===== config.mk =====
export PLATFORM = sky130hd
export DESIGN_NAME = lsb_message_embedder_top
export DESIGN_NICKNAME = d
export VERILOG_FILES = /design/src/rtl/lme_pkg.sv /design/src/rtl/lsb_message_embedder_top.sv /design/src/rtl/lme_core.sv /design/src/rtl/lme_out_buf.sv
export SDC_FILE = /design/constraint.sdc
export NUM_CORES = 1
export LEC_CHECK = 0
export ABC_AREA = 0
export BUFFER_PORTS_ARGS = -buffer_cell sky130_fd_sc_hd__buf_2
export CAP_MARGIN = 30
export CORE_MARGIN = 4
export CORE_UTILIZATION = 23
export DETAILED_ROUTE_END_ITERATION = 7
export GPL_TIMING_DRIVEN = 1
export PLACE_DENSITY_LB_ADDON = 0.08
export SETUP_SLACK_MARGIN = 0.5
export SLEW_MARGIN = 30
export SYNTH_ARGS = -nofsm -noshare
export SYNTH_HDL_FRONTEND = slang
export SYNTH_SLANG_ARGS = --single-unit

===== constraint.sdc =====
create_clock -name clk -period 3.9 [get_ports clk]
set_input_delay 0.195 -clock clk [delete_from_list [all_inputs] [get_ports clk]]
set_output_delay 0.195 -clock clk [all_outputs]
set_load 0.02 [all_outputs]

===== src/rtl/lme_pkg.sv =====
`timescale 1ns / 1ps

package lme_pkg;

  localparam int COUNT_BITS = 24;
  localparam int LIMIT_W    = 24;
  localparam int BPC_W      = 3;
  localparam int CFG_W      = (LIMIT_W > BPC_W) ? LIMIT_W : BPC_W;
  localparam int CMP_W      = (COUNT_BITS > LIMIT_W) ? COUNT_BITS : LIMIT_W;

  localparam logic [COUNT_BITS-1:0] COUNT_MAX = {COUNT_BITS{1'b1}};

  localparam logic             CFG_BPC   = 1'b0;
  localparam logic             CFG_LIMIT = 1'b1;

  localparam logic [BPC_W-1:0]   BPC_RESET   = 3'd2;
  localparam logic [LIMIT_W-1:0] LIMIT_RESET = {LIMIT_W{1'b1}};

  localparam logic [BPC_W-1:0] BPC_ONE  = 3'd1;
  localparam logic [BPC_W-1:0] BPC_TWO  = 3'd2;
  localparam logic [BPC_W-1:0] BPC_FOUR = 3'd4;

  localparam logic [7:0] CHAR_END   = 8'd127;
  localparam logic [7:0] CHAR_COLON = 8'h3A;
  localparam logic [7:0] CHAR_PAREN = 8'h29;

  typedef enum logic [3:0] {
    PH_MSG   = 4'b0001,
    PH_COLON = 4'b0010,
    PH_PAREN = 4'b0100,
    PH_DONE  = 4'b1000
  } phase_t;

  typedef struct packed {
    logic [7:0] component_in;
    logic [7:0] next_char;
  } in_beat_t;

  typedef struct packed {
    logic [7:0] component_out;
    logic       char_taken;
    logic       finished;
  } out_beat_t;

endpackage


===== src/rtl/lsb_message_embedder_top.sv =====
`timescale 1ns / 1ps

// Embeds a message, a few bits at a time, into the low bits of a stream of
// color components. Each input beat carries one component and the message
// byte on offer; each output beat carries the modified component, a flag
// that the offered byte was consumed, and a flag that the terminator is done.
// The configuration port takes bits per component (index 0) and the
// component limit (index 1); write it only while the block is idle.
// Results are registered in the output buffer; one beat is taken every
// cycle while the receiver keeps up. The per-beat work is a
// single pass of logic between the message state and the output register.
// A two-entry output buffer lets the block take one more beat while a result
// waits; when the receiver stalls longer, in_ready drops until a beat leaves.
// Reset clears the message state, returns the registers to two bits per
// component and the largest limit, and empties the output buffer.

module lsb_message_embedder_top
  import lme_pkg::*;
(
  input  logic             clk,
  input  logic             rst_n,
  input  logic             in_valid,
  output logic             in_ready,
  input  in_beat_t         in_data,
  output logic             out_valid,
  input  logic             out_ready,
  output out_beat_t        out_data,
  input  logic             cfg_we,
  input  logic             cfg_index,
  input  logic [CFG_W-1:0] cfg_wdata
);

  logic      accept;
  out_beat_t res_beat;

  assign accept = in_valid && in_ready;

  lme_core u_core (
    .clk      (clk),
    .rst_n    (rst_n),
    .cfg_we   (cfg_we),
    .cfg_index(cfg_index),
    .cfg_wdata(cfg_wdata),
    .accept   (accept),
    .in_beat  (in_data),
    .res_beat (res_beat)
  );

  lme_out_buf u_out_buf (
    .clk       (clk),
    .rst_n     (rst_n),
    .push      (accept),
    .push_beat (res_beat),
    .push_ready(in_ready),
    .out_valid (out_valid),
    .out_ready (out_ready),
    .out_beat  (out_data)
  );

endmodule


===== src/rtl/lme_core.sv =====
`timescale 1ns / 1ps

module lme_core
  import lme_pkg::*;
(
  input  logic             clk,
  input  logic             rst_n,
  input  logic             cfg_we,
  input  logic             cfg_index,
  input  logic [CFG_W-1:0] cfg_wdata,
  input  logic             accept,
  input  in_beat_t         in_beat,
  output out_beat_t        res_beat
);

  logic [BPC_W-1:0]      bpc_r;
  logic [LIMIT_W-1:0]    limit_r;
  logic [7:0]            char_r, char_nxt;
  logic [2:0]            cc_r, cc_nxt;
  phase_t                phase_r, phase_nxt;
  logic [COUNT_BITS-1:0] used_r, used_nxt;

  logic       active;
  logic [2:0] chunks_m1;
  logic [2:0] cc_eff;
  logic [7:0] mask;
  logic [2:0] sh;
  logic [7:0] cur;
  logic       taken;
  logic [7:0] comp_res;

  always_comb begin
    active    = 1'b1;
    chunks_m1 = 3'd7;
    mask      = 8'h01;
    case (bpc_r)
      BPC_ONE: begin
        chunks_m1 = 3'd7;
        mask      = 8'h01;
      end
      BPC_TWO: begin
        chunks_m1 = 3'd3;
        mask      = 8'h03;
      end
      BPC_FOUR: begin
        chunks_m1 = 3'd1;
        mask      = 8'h0F;
      end
      default: begin
        active = 1'b0;
      end
    endcase
    if (phase_r == PH_DONE) begin
      active = 1'b0;
    end

    cc_eff = (cc_r > chunks_m1) ? 3'd0 : cc_r;

    char_nxt  = char_r;
    cc_nxt    = cc_r;
    phase_nxt = phase_r;
    used_nxt  = used_r;
    taken     = 1'b0;
    cur       = char_r;
    comp_res  = in_beat.component_in;
    sh        = 3'd0;

    if (active) begin
      if (cc_eff == 3'd0 && phase_r == PH_MSG) begin
        if (in_beat.next_char < CHAR_END &&
            CMP_W'(used_r) < CMP_W'(limit_r)) begin
          cur   = in_beat.next_char;
          taken = 1'b1;
        end else begin
          cur       = CHAR_COLON;
          phase_nxt = PH_COLON;
        end
      end

      case (bpc_r)
        BPC_ONE:  sh = 3'd7 - cc_eff;
        BPC_TWO:  sh = 3'd6 - {cc_eff[1:0], 1'b0};
        BPC_FOUR: sh = cc_eff[0] ? 3'd0 : 3'd4;
        default:  sh = 3'd0;
      endcase
      comp_res = (in_beat.component_in & ~mask) | ((cur >> sh) & mask);

      if (used_r != COUNT_MAX) begin
        used_nxt = used_r + COUNT_BITS'(1);
      end

      char_nxt = cur;
      if (cc_eff == chunks_m1) begin
        cc_nxt = 3'd0;
        if (phase_nxt == PH_COLON) begin
          phase_nxt = PH_PAREN;
          char_nxt  = CHAR_PAREN;
        end else if (phase_nxt == PH_PAREN) begin
          phase_nxt = PH_DONE;
        end
      end else begin
        cc_nxt = cc_eff + 3'd1;
      end
    end
  end

  assign res_beat.component_out = comp_res;
  assign res_beat.char_taken    = taken;
  assign res_beat.finished      = (phase_nxt == PH_DONE);

  always_ff @(posedge clk) begin
    if (!rst_n) begin
      bpc_r   <= BPC_RESET;
      limit_r <= LIMIT_RESET;
    end else if (cfg_we) begin
      case (cfg_index)
        CFG_BPC:   bpc_r   <= cfg_wdata[BPC_W-1:0];
        CFG_LIMIT: limit_r <= cfg_wdata[LIMIT_W-1:0];
        default:   bpc_r   <= bpc_r;
      endcase
    end
  end

  always_ff @(posedge clk) begin
    if (!rst_n) begin
      char_r  <= 8'd0;
      cc_r    <= 3'd0;
      phase_r <= PH_MSG;
      used_r  <= '0;
    end else if (accept) begin
      char_r  <= char_nxt;
      cc_r    <= cc_nxt;
      phase_r <= phase_nxt;
      used_r  <= used_nxt;
    end
  end

  a_done_sticks: assert property (@(posedge clk) disable iff (!rst_n)
    phase_r == PH_DONE |=> phase_r == PH_DONE)
    else $error("terminator phase left the done state");

  a_taken_only_in_msg: assert property (@(posedge clk) disable iff (!rst_n)
    accept && res_beat.char_taken |-> phase_r == PH_MSG && cc_eff == 3'd0)
    else $error("character taken away from a message boundary");

endmodule


===== src/rtl/lme_out_buf.sv =====
`timescale 1ns / 1ps

module lme_out_buf
  import lme_pkg::*;
(
  input  logic      clk,
  input  logic      rst_n,
  input  logic      push,
  input  out_beat_t push_beat,
  output logic      push_ready,
  output logic      out_valid,
  input  logic      out_ready,
  output out_beat_t out_beat
);

  logic      main_valid_r, main_valid_nxt;
  logic      skid_valid_r, skid_valid_nxt;
  out_beat_t main_r, main_nxt;
  out_beat_t skid_r, skid_nxt;
  logic      pop;

  assign pop        = main_valid_r && out_ready;
  assign push_ready = !skid_valid_r;
  assign out_valid  = main_valid_r;
  assign out_beat   = main_r;

  always_comb begin
    main_valid_nxt = main_valid_r;
    skid_valid_nxt = skid_valid_r;
    main_nxt       = main_r;
    skid_nxt       = skid_r;
    if (skid_valid_r) begin
      if (pop) begin
        main_nxt       = skid_r;
        skid_valid_nxt = 1'b0;
      end
    end else if (push) begin
      if (!main_valid_r || pop) begin
        main_nxt       = push_beat;
        main_valid_nxt = 1'b1;
      end else begin
        skid_nxt       = push_beat;
        skid_valid_nxt = 1'b1;
      end
    end else if (pop) begin
      main_valid_nxt = 1'b0;
    end
  end

  always_ff @(posedge clk) begin
    if (!rst_n) begin
      main_valid_r <= 1'b0;
      skid_valid_r <= 1'b0;
    end else begin
      main_valid_r <= main_valid_nxt;
      skid_valid_r <= skid_valid_nxt;
    end
  end

  always_ff @(posedge clk) begin
    main_r <= main_nxt;
    skid_r <= skid_nxt;
  end

  a_skid_behind_main: assert property (@(posedge clk) disable iff (!rst_n)
    skid_valid_r |-> main_valid_r)
    else $error("skid entry held without a head entry");

  a_no_push_when_full: assert property (@(posedge clk) disable iff (!rst_n)
    push |-> !skid_valid_r)
    else $error("beat pushed into a full buffer");

  a_skid_moves_up: assert property (@(posedge clk) disable iff (!rst_n)
    skid_valid_r && pop |=> main_valid_r && main_r == $past(skid_r))
    else $error("skid entry not promoted after a pop");

endmodule

==> results summary, run 1 <==
Data arrives at the worst endpoint at 3.28 ns. Port buffering added 57 buffers. Dividing total power by cell area gives a power density of 400 mW/mm2.

The synthesized netlist occupies a cell area of 0.00461 mm2. The overall power consumption is 2.26 mW. The number of remaining DRC errors is 0.

In this run, synthesis inferred 20 flip-flops with an integrated enable. Setup repair after global routing left no endpoint under its margin. By area, the combinational part of the netlist is dominated by simple AND/OR/NAND/NOR gates. STA classifies the critical path endpoint as a register. The pin count of the biggest net entering global routing came out at 49.

The detailed-routing iteration count for the pre-antenna-repair pass is 4. The share of the yosys chip area belonging to registers is 42.5%. STA classifies the critical path startpoint as a register.

Counting every instance in the synthesized netlist gives 521. The post-synthesis async set-or-reset flop share is 0%. The flow ran to the end, and the final reports show no timing, DRC or antenna violations. The overall track demand over capacity in global routing is between 10% and 20%. The final setup skew came out at between 0.004 and 0.005 ns. The wire length per cell came out at 14.7 um.

After filler insertion, the fill cell instance count of the layout stands at 2,122. The core outline area came out at 0.0196 mm2. In the final layout, the share of cells above drive strength 1 is 18.8%.

After layout, the worst setup slack is about 0.7 ns. The synthesized netlist devotes 7.59% of its cell area to adder and majority cells. The wire length of the first global-routing pass is around 20,000 um. For the pin with the worst max-slew slack, the measured transition is 0.826 ns. The routability-driven placement congestion ratio is around 0.89. The initial core utilization came out at 23.6%. The fraction of the mapped netlist area in compound gates is 16.6%.

The worst slack at placement is between 0.2 and 0.3 ns. The number of primary I/O pins is 58. The clock reaches the later pin of the worst-skew pair after 0.35 ns. The number of unique standard cell types used by synthesis came out at 54. The area share of and/or/nand/nor cells after synthesis is 21.1%. The total count of hold-check failures in the final report came out at 0. The post-layout utilization of the core came out at 28.8%. Measured against its own limit, the worst slew margin works out to between 40% and 50%. The average instance area after synthesis is 8.86 um2. The floorplan die width came out at 150 um. The number of post-CTS setup repair buffers came out at 0. The max capacitance violation total came out at 0. The clock passes through at most 2 buffers.

The routed layout has 3,930 vias. The number of synthesis warnings came out at 0. The HPWL reported at the end of detailed placement came out at 9350 um.

The tightest min-delay check is of the in2reg type. The largest fanout on the critical path came out at 11. The tightest hold margin is between 0.03 and 0.04 ns. The cell sitting at the root of the clock tree is a sky130_fd_sc_hd__clkbuf_16. The max-slew violation count is 0. The number of global-route vias before repair is 3,834. The total wire length came out at 12,600 um. After Yosys synthesis, XOR and XNOR cells account for ~4.7% of the synthesized area. The height of the chip is about 150 um. The number of setup violations in the final report came out at 0. After detailed placement, the total cell area comes to 0.00527 mm2. The maximum clock frequency is between 0.3 and 0.4 GHz.

The H-tree was split into 3 levels. The global route total overflow came out at 0. The layout overhead on the synthesized area came out at 22.4%.

Using the TritonRoute via totals, the vias-per-cell ratio works out to approximately 4.6. Leaving out filler cells and counting taps, the final layout contains 855. The net count reported at finish is 659. The peak supply drop is 0.229 mV. The number of diodes added for antenna fixing came out at 0. The primary flip-flop cell chosen by synthesis mapping is sky130_fd_sc_hd__dfxtp_1.

In the finished design, the share of the clock period the worst path needs comes to 81.8%. The post-layout minimum cycle time came out at 3.19 ns. The initial antenna violation count is 0. The number of nets produced by synthesis is 595. The first routing iteration left approximately 230 violations. The number of register bits inferred by synthesis is 88. STA puts the critical path data required time at 3.99 ns.

Summing all non-filler instances in the final layout gives an area of 0.00565 mm2. In this run the core area contains ~50 standard-cell rows. The setup TNS is 0 ns.

The standby leakage power is roughly 2.4 nW. The type of the setup path with the least slack is reg2reg. The number of sinks driven by the clock tree came out at between 80 and 90. TritonCTS built the clock tree. Clock-pin slew was measured on the worst setup and hold paths at 0.06 ns. The die footprint came out at 0.0224 mm2. The multiplexer area fraction after synthesis is 2.77%. In this run the remaining antenna-violating nets after routing total 0.

The number of cells in the design after placement is between 800 and 900. The number of clock buffers added by TritonCTS is 9.
where the power goes:
part           total [mW]  internal (mW)  switching, mW  leakage, nW
clock               0.886          0.513          0.372        0.145
combinational       0.364          0.144          0.220         1.49
sequential           1.01          0.986         0.0253        0.746
placed cells by master (no fill, tap or decap), types with 4 or more instances in the layout:
| cell | n |
|---|---|
| sky130_fd_sc_hd__a21oi_1 | 29 |
| sky130_fd_sc_hd__or3_1 | 4 |
| sky130_fd_sc_hd__ha_1 | 28 |
| sky130_fd_sc_hd__and3_1 | 7 |
| sky130_fd_sc_hd__a31oi_1 | 5 |
| sky130_fd_sc_hd__dfxtp_1 | 66 |
| sky130_fd_sc_hd__nor3_1 | 11 |
| sky130_fd_sc_hd__nor4_1 | 5 |
| sky130_fd_sc_hd__nor2b_1 | 5 |
| sky130_fd_sc_hd__xnor2_1 | 16 |
| sky130_fd_sc_hd__nand2b_1 | 8 |
| sky130_fd_sc_hd__edfxtp_1 | 20 |
| sky130_fd_sc_hd__and4_1 | 4 |
| sky130_fd_sc_hd__nand2_1 | 68 |
| sky130_fd_sc_hd__a211oi_1 | 6 |
| sky130_fd_sc_hd__xor2_1 | 8 |
| sky130_fd_sc_hd__o31ai_1 | 6 |
| sky130_fd_sc_hd__mux2i_1 | 6 |
| sky130_fd_sc_hd__and2_1 | 5 |
| sky130_fd_sc_hd__nor2_1 | 43 |
| sky130_fd_sc_hd__clkbuf_16 | 9 |
| sky130_fd_sc_hd__inv_1 | 36 |
| sky130_fd_sc_hd__a22oi_1 | 5 |
| sky130_fd_sc_hd__nand4_1 | 7 |
| sky130_fd_sc_hd__buf_2 | 58 |
| sky130_fd_sc_hd__nand3_1 | 15 |
| sky130_fd_sc_hd__mux2_2 | 6 |
| sky130_fd_sc_hd__buf_4 | 14 |
| sky130_fd_sc_hd__o211ai_1 | 27 |
| sky130_fd_sc_hd__o21ai_0 | 14 |
what timing repair did:
item	CTS	global route
gates resized for setup	4	12
pin swaps	0	1
hold buffers	0	0
gates cloned	0	0
hold endpoints to repair	0	0
setup endpoints to repair	8	10
synth_stat cells (all sizes together), types with 6 or more instances:
| cell | n | area share, % |
|---|---|---|
| nor4 | 8 | 1.4 |
| edfxtp | 20 | 13 |
| mux2 | 6 | 1.5 |
| clkbuf | 17 | 1.4 |
| nand2 | 68 | 5.5 |
| o211ai | 27 | 4.4 |
| nor2 | 44 | 3.6 |
| a21oi | 30 | 3.3 |
| mux2i | 6 | 1.3 |
| nand4 | 7 | 0.95 |
| xnor2 | 17 | 3.2 |
| and2 | 6 | 0.81 |
| and3 | 7 | 0.95 |
| ha | 28 | 7.6 |
| a211oi | 6 | 0.98 |
| nand3 | 15 | 1.6 |
| nor3 | 11 | 1.2 |
| o21ai | 16 | 1.7 |
| xor2 | 8 | 1.5 |
| o31ai | 7 | 1.1 |
| dfxtp | 68 | 30 |
| nand2b | 9 | 1.2 |
| inv | 36 | 2.9 |
logic make-up (layout without fill, tap and decap cells):
family	after synthesis	after routing
XOR/XNOR	25	25
multiplexers	12	12
buffers and inverters	57	126
AND/OR/NAND/NOR	196	196
flip-flops	88	88
adder cells (fa/ha/maj)	28	28
AO/OA/AOI/OAI	115	115
worst max-delay path: stages (launching register included):
cell and delay (ns):
sky130_fd_sc_hd__dfxtp_2 0.43, sky130_fd_sc_hd__xnor2_4 0.15, sky130_fd_sc_hd__nor2_1 0.09, sky130_fd_sc_hd__ha_1 0.32
sky130_fd_sc_hd__and2_1 0.21, sky130_fd_sc_hd__o21ai_4 0.21, sky130_fd_sc_hd__ha_1 0.20, sky130_fd_sc_hd__nand3_1 0.09
sky130_fd_sc_hd__nand2b_2 0.25, sky130_fd_sc_hd__buf_4 0.21, sky130_fd_sc_hd__nand2_1 0.09, sky130_fd_sc_hd__o311ai_0 0.12
sky130_fd_sc_hd__a41o_1 0.27, sky130_fd_sc_hd__a21oi_1 0.19, sky130_fd_sc_hd__o31ai_1 0.10
state kept, by name (all words and copies together), names as in the netlist:
register,cells
u_out_buf.out_beat,10
u_core.bpc_r,3
u_out_buf.out_valid,1
u_core.char_r,8
u_out_buf.skid_r,10
u_core.phase_r,4
u_core.used_r,24
u_out_buf.skid_valid_r,1
u_core.cc_r,3
u_core.limit_r,24
metal layers:
metal	up-vias	routed length, um	part of all wire, %	global-route usage (%)
met5	-	0	0	0
met4	0	291	2.3	3.57
met3	20	600	4.8	3.18
met2	96	5630	45	18.6
met1	1824	6050	48	14.7
li1	1990	-	-	-
area by class of cell:
type,count,area (um2),area share [%]
clock buffers,11,243,4.30
clock inverters,5,56.3,0.997
inverters,38,143,2.52
multi-input cells,376,2520,44.5
flip-flops and latches,88,1960,34.8
well taps,265,332,5.87
repair buffers,72,395,7.00
path summary, 6_finish.rpt:
kind                                       from                              end  slack (ns)  cells past startpoint
setup / recovery   u_core.bpc_r[1]$_SDFFE_PN1P_  u_out_buf.out_beat[2]$_DFFE_PP_        0.71                     14
hold / removal                      in_data[15]    u_out_buf.skid_r[9]$_DFFE_PP_        0.04                      1
setup reg to reg   u_core.bpc_r[1]$_SDFFE_PN1P_  u_out_buf.out_beat[2]$_DFFE_PP_        0.71                     14
hold reg to reg   u_core.char_r[2]$_SDFFE_PN0P_    u_core.char_r[2]$_SDFFE_PN0P_        0.48                      2
(Power assumes the default switching activity.)
==> inputs of run 2 (changes only) <==
--- a/config.mk
+++ b/config.mk
@@ -5,7 +5,7 @@
 export SDC_FILE = /design/constraint.sdc
 export NUM_CORES = 1
 export LEC_CHECK = 0
-export ABC_AREA = 0
+export ABC_AREA = 1
 export BUFFER_PORTS_ARGS = -buffer_cell sky130_fd_sc_hd__buf_2
 export CAP_MARGIN = 30
 export CORE_MARGIN = 4
==> constraint.sdc (replaced) <==
create_clock -name clk -period 3 [get_ports clk]
set_input_delay 0.15 -clock clk [delete_from_list [all_inputs] [get_ports clk]]
set_output_delay 0.15 -clock clk [all_outputs]
set_load 0.02 [all_outputs]
==> run 2 against run 1 <==
Net effect:
- critical path depth grew 5
- register-to-register slack worse by 0.34 ns
- maximum frequency rose by 21%
- clock skew is 0.0060 ns higher
- design area rose by 16%
- non-clock buffer count up 29
- die area is 8.0% higher
- first-iteration DRC count is 13% lower
- global-route usage increased by 0.10 points
- wire length rose by 9.8%
- clock power grew 28%
- sequential share of layout area is 4.6 points lower
- largest power group unchanged
==> results summary, run 2 <==
Largest registers ranked by flip-flop count: u_core.limit_r (24), u_core.used_r (24) (unchanged). The number of sinks driven by the clock tree is 88 (unchanged). The number of setup violations in the final report came out at 0 (unchanged). The slowest stage cell on the critical path is sky130_fd_sc_hd__dfxtp_4 (was sky130_fd_sc_hd__dfxtp_2). The net count reported at finish came out at 859 (was 659). The number of register bits inferred by synthesis is 88 (unchanged). The instance area after placement came to 0.00578 mm2 (was 0.00527 mm2). The primary flip-flop cell chosen by synthesis mapping was sky130_fd_sc_hd__dfxtp_1 (unchanged). The max-slew violation count is 0 (unchanged). The finished layout cell area is 0.00653 mm2 (was 0.00565 mm2). The final setup skew is 0.0108 ns (was 0.00475 ns).

The HPWL reported at the end of detailed placement is 10,100 um (was 9350 um). The maximum clock frequency is 0.380 GHz (was 0.313 GHz). The type of element launching the critical path is a register (unchanged). The number of synthesis warnings is 0 (unchanged). The clock input transition at the sequential cells of the worst setup and hold paths came out at 0.08 ns (was 0.06 ns). The die footprint came out at 0.0242 mm2 (was 0.0224 mm2). The overall track demand over capacity in global routing is 11.5% (was 11.4%). The number of port buffers is 57 (unchanged). The max capacitance violation total is 0 (unchanged). The detailed-routing iteration count for the pre-antenna-repair pass is 4 (unchanged).

The total count of hold-check failures in the final report was 0 (unchanged). The number of fillers in the final layout is 2,338 (was 2,122). The gate count after technology mapping is 688 (was 521). The transition time of the tightest slew-check pin came out at 0.892 ns (was 0.826 ns). The maximum clock path buffer count came out at 2 (unchanged).

The via count normalized by instance count came out at 4.38 (was 4.60). The number of global-route vias before repair came out at 4,678 (was 3,834). The relative slew slack is 40.3% (was 44.9%). The data arrival time of the worst path came to 2.74 ns (was 3.28 ns). The global route total overflow came out at 0 (unchanged). The average instance area after synthesis was 7.28 um2 (was 8.86 um2). Top cells by area, synth: sky130_fd_sc_hd__dfxtp_1 (27%), sky130_fd_sc_hd__nand2_1 (13%), sky130_fd_sc_hd__edfxtp_1 (12%), sky130_fd_sc_hd__inv_1 (7.9%), sky130_fd_sc_hd__ha_1 (7.0%) (was sky130_fd_sc_hd__dfxtp_1 (30%), sky130_fd_sc_hd__edfxtp_1 (13%), sky130_fd_sc_hd__ha_1 (7.6%), sky130_fd_sc_hd__nand2_1 (5.5%), sky130_fd_sc_hd__o211ai_1 (4.4%)).

RSZ-0062 raised after global routing: yes (was no). The tightest hold margin came to 0.0139 ns (was 0.0357 ns). In the post-synthesis netlist, the cell with the most instances is sky130_fd_sc_hd__nand2_1. The number of primary I/O pins came out at 58 (unchanged). The number of remaining DRC errors came out at 0 (unchanged). The buffer cell driving the clock tree root is sky130_fd_sc_hd__clkbuf_16 (unchanged). The combined buffer and inverter count along the critical path came out at 2 (was 1). The number of cells on the worst hold path was 3 (was 1).

The delay contributed by the slowest stage of the critical path is 0.39 ns (was 0.43 ns). The worst-skew pair later-pin latency is 0.35 ns (about the same). The setup slack after layout is 0.369 ns (was 0.710 ns). The standby leakage power was 2.96 nW (was 2.38 nW). The total wire length is 13,800 um (was 12,600 um). The cell row count came out at 53 (was 51). The most common cell after layout, fill and taps aside is sky130_fd_sc_hd__nand2_1 (unchanged). The capture endpoint of the worst hold path is u_core.limit_r[21]$_SDFFE_PN1P_ (was u_out_buf.skid_r[9]$_DFFE_PP_).

The register-to-register setup slack came out at 0.37 ns (was 0.71 ns). The number of cells in the design after placement is 1,023 (was 839). The critical path data required time is 3.11 ns (was 3.99 ns).

The number of nets produced by synthesis was 762 (was 595). The post-layout utilization of the core is 30.8% (was 28.8%). The number of diodes added for antenna fixing is 0 (unchanged). The pin count of the biggest net entering global routing came out at 43 (was 49). The ratio of cells with drive above 1 in the final layout is 26.1% (was 18.8%). The number of unique standard cell types used by synthesis came to 40 (was 54). The capture point of the worst reg-to-reg path is u_out_buf.out_beat[2]$_DFFE_PP_ (unchanged). The total power per unit cell area is 483 mW/mm2 (was 400 mW/mm2). The number of standard cells in the layout, taps in and fillers out came out at 1,065 (was 855). The number of enable-type register cells in the synthesized netlist came out at 20 (unchanged).

The wire length per cell is 13.0 um (was 14.7 um). The startpoint of the worst hold path is cfg_wdata[21] (was in_data[15]). The number of buffers created by CTS is 9 (unchanged). The largest fanout on the critical path is 8 (was 11). The post-synthesis instance area was 0.00501 mm2 (was 0.00461 mm2).

Commonest cells after routing, fill and taps aside: sky130_fd_sc_hd__nand2_1 (161), sky130_fd_sc_hd__inv_1 (100), sky130_fd_sc_hd__dfxtp_1 (65), sky130_fd_sc_hd__buf_2 (57), sky130_fd_sc_hd__a21oi_1 (40) (was sky130_fd_sc_hd__nand2_1 (68), sky130_fd_sc_hd__dfxtp_1 (66), sky130_fd_sc_hd__buf_2 (58), sky130_fd_sc_hd__nor2_1 (43), sky130_fd_sc_hd__inv_1 (36)). The kind of cell adding the most delay to the critical path is simple AND/OR/NAND/NOR gates (was compound AO/OA/AOI/OAI gates). The violation count after the first detailed-routing iteration came out at 197 (was 226). The type of destination of the critical path is a register (unchanged).

The final critical-path share of the clock period came to 87.7% (was 81.8%). The initial antenna violation count is 0 (unchanged). The layout overhead on the synthesized area came out at 30.5% (was 22.4%). The via count came to 4,662 (was 3,930). The height of the chip came out at 156 um (was 150 um). The overall power consumption came to 3.15 mW (was 2.26 mW). The setup TNS is 0 ns (unchanged). The peak supply drop came out at 0.257 mV (was 0.229 mV). The post-layout minimum cycle time came out at 2.63 ns (was 3.19 ns). The routability-driven placement congestion ratio was 0.795 (was 0.890).

Post-synth top cells: sky130_fd_sc_hd__nand2_1 (179), sky130_fd_sc_hd__inv_1 (106), sky130_fd_sc_hd__dfxtp_1 (68) (was sky130_fd_sc_hd__dfxtp_1 (68), sky130_fd_sc_hd__nand2_1 (68), sky130_fd_sc_hd__nor2_1 (44)). The worst min-delay path class was in2reg (unchanged). The initial core utilization came out at 23.6% (about the same).

The worst slack at placement came out at -0.0114 ns (was 0.254 ns). Result of the run: completed (unchanged). The type of the setup path with the least slack is reg2reg (unchanged).

The cell type contributing the most total cell area after synthesis is sky130_fd_sc_hd__dfxtp_1 (unchanged). The most used cell along the critical path was sky130_fd_sc_hd__nand2_1 (was sky130_fd_sc_hd__ha_1). The cell depth of the worst setup path is 19 (was 14).

The clock tree from TritonCTS is yes (unchanged). The post-synthesis async set-or-reset flop share came out at 0% (unchanged). Cells traversed along the worst timing path: inv_4 > nand3_4 > nand2_4 > ha_4 > a21o_1 > nand2_2 > nand2_1 > ha_4 > nand3_4 > nor2_4 > clkinv_4 > nand2_2 > nand3_2 > nand3_1 > nand2_1 > nand2_1 > nand2_1 > nand3_1 > nand2_1 (was xnor2_4 > nor2_1 > ha_1 > and2_1 > o21ai_4 > ha_1 > nand3_1 > nand2b_2 > buf_4 > nand2_1 > o311ai_0 > a41o_1 > a21oi_1 > o31ai_1). The floorplan die width is 156 um (was 150 um).

The residual antenna-violating net count after detailed routing is 0 (unchanged). The H-tree level count came out at 3 (unchanged). The area fraction of the dominant cell type after synthesis is 27.2% (was 29.5%). The startpoint of the worst-slack reg-to-reg timing path is u_core.bpc_r[2]$_SDFFE_PN0P_ (was u_core.bpc_r[1]$_SDFFE_PN1P_). The core outline area is 0.0212 mm2 (was 0.0196 mm2). The number of cell instances on the worst register-to-register path came out at 19 (was 14). The wire length of the first global-routing pass came out at 22,700 um (was 20,100 um). The share of the yosys chip area belonging to registers came out at 39.2% (was 42.5%).
run 2: changes by cell type in the layout (fill, tap and decap cells not counted), sizes merged, moves of 7 or more:
cell / delta
nor3: +8
nand2b: -9
and3: -7
inv: +79
nand2: +116
nand3: +32
xnor2: -17
a21oi: +11
buf: +25
o31ai: -7
o21ai: +18
run 2: worst max path at each step:
stage	startpoint	end	slack, ns
6_report	u_core.bpc_r[2]$_SDFFE_PN0P_	u_out_buf.out_beat[2]$_DFFE_PP_	0.37
4_1_cts	u_core.bpc_r[1]$_SDFFE_PN1P_	u_out_buf.out_beat[2]$_DFFE_PP_	0.30
3_3_place_gp	u_core.bpc_r[2]$_SDFFE_PN0P_	u_out_buf.out_beat[2]$_DFFE_PP_	0.05
3_5_place_dp	u_core.bpc_r[2]$_SDFFE_PN0P_	u_out_buf.out_beat[2]$_DFFE_PP_	-0.01
2_1_floorplan	u_core.bpc_r[2]$_SDFFE_PN0P_	u_out_buf.out_beat[3]$_DFFE_PP_	0.44
5_1_grt	u_core.bpc_r[2]$_SDFFE_PN0P_	u_out_buf.out_beat[4]$_DFFE_PP_	0.20
run 2: layer usage:
metal	routed length, um	global-route usage (%)	vias up
met5	0	0	-
met4	240	3.71	0
met3	477	2.39	16
met2	6710	20.1	81
met1	6380	14.2	2104
li1	-	-	2461
run 2: worst min-delay path, delay by kind of cell:
family | cells | cell delay [ns]
AO/OA/AOI/OAI | 1 | 0.06
buffers and inverters | 1 | 0.08
AND/OR/NAND/NOR | 1 | 0.04
run 2: cell type report:
cell class              count  area, um2  area share (%)
inverters                 112        435            6.67
flip-flops and latches     88       1970            30.2
clock inverters             7       62.6           0.958
multi-input cells         473       2860            43.7
well taps                 275        344            5.27
repair buffers            101        637            9.75
clock buffers               9        225            3.45
run 2: repair_timing:
action / in CTS / in global routing
hold buffers: 4 / 0
cloned: 1 / 0
endpoints found under the hold margin: 4 / 0
setup endpoints to repair: 20 / 23
resized for setup: 39 / 31
setup buffers: 15 / 6
pin swaps: 15 / 18
run 2: report_power, final:
| group | switching, mW | internal [mW] | leakage (nW) | total (mW) |
|---|---|---|---|---|
| Clock | 0.547 | 0.581 | 0.139 | 1.13 |
| Sequential | 0.0382 | 1.28 | 0.749 | 1.32 |
| Combinational | 0.425 | 0.280 | 2.07 | 0.705 |
| Total | 1.01 | 2.14 | 2.96 | 3.15 |
run 2: kinds of logic (layout without fill, tap and decap cells):
| logic type | Yosys count | count (layout) | synth area share [%] |
|---|---|---|---|
| flip-flops | 88 | 88 | 39.2 |
| XOR/XNOR | 6 | 6 | 1.05 |
| AND/OR/NAND/NOR | 323 | 324 | 29.3 |
| buffers and inverters | 128 | 229 | 9.67 |
| AO/OA/AOI/OAI | 115 | 115 | 13.7 |
| adder cells (fa/ha/maj) | 28 | 28 | 7.00 |
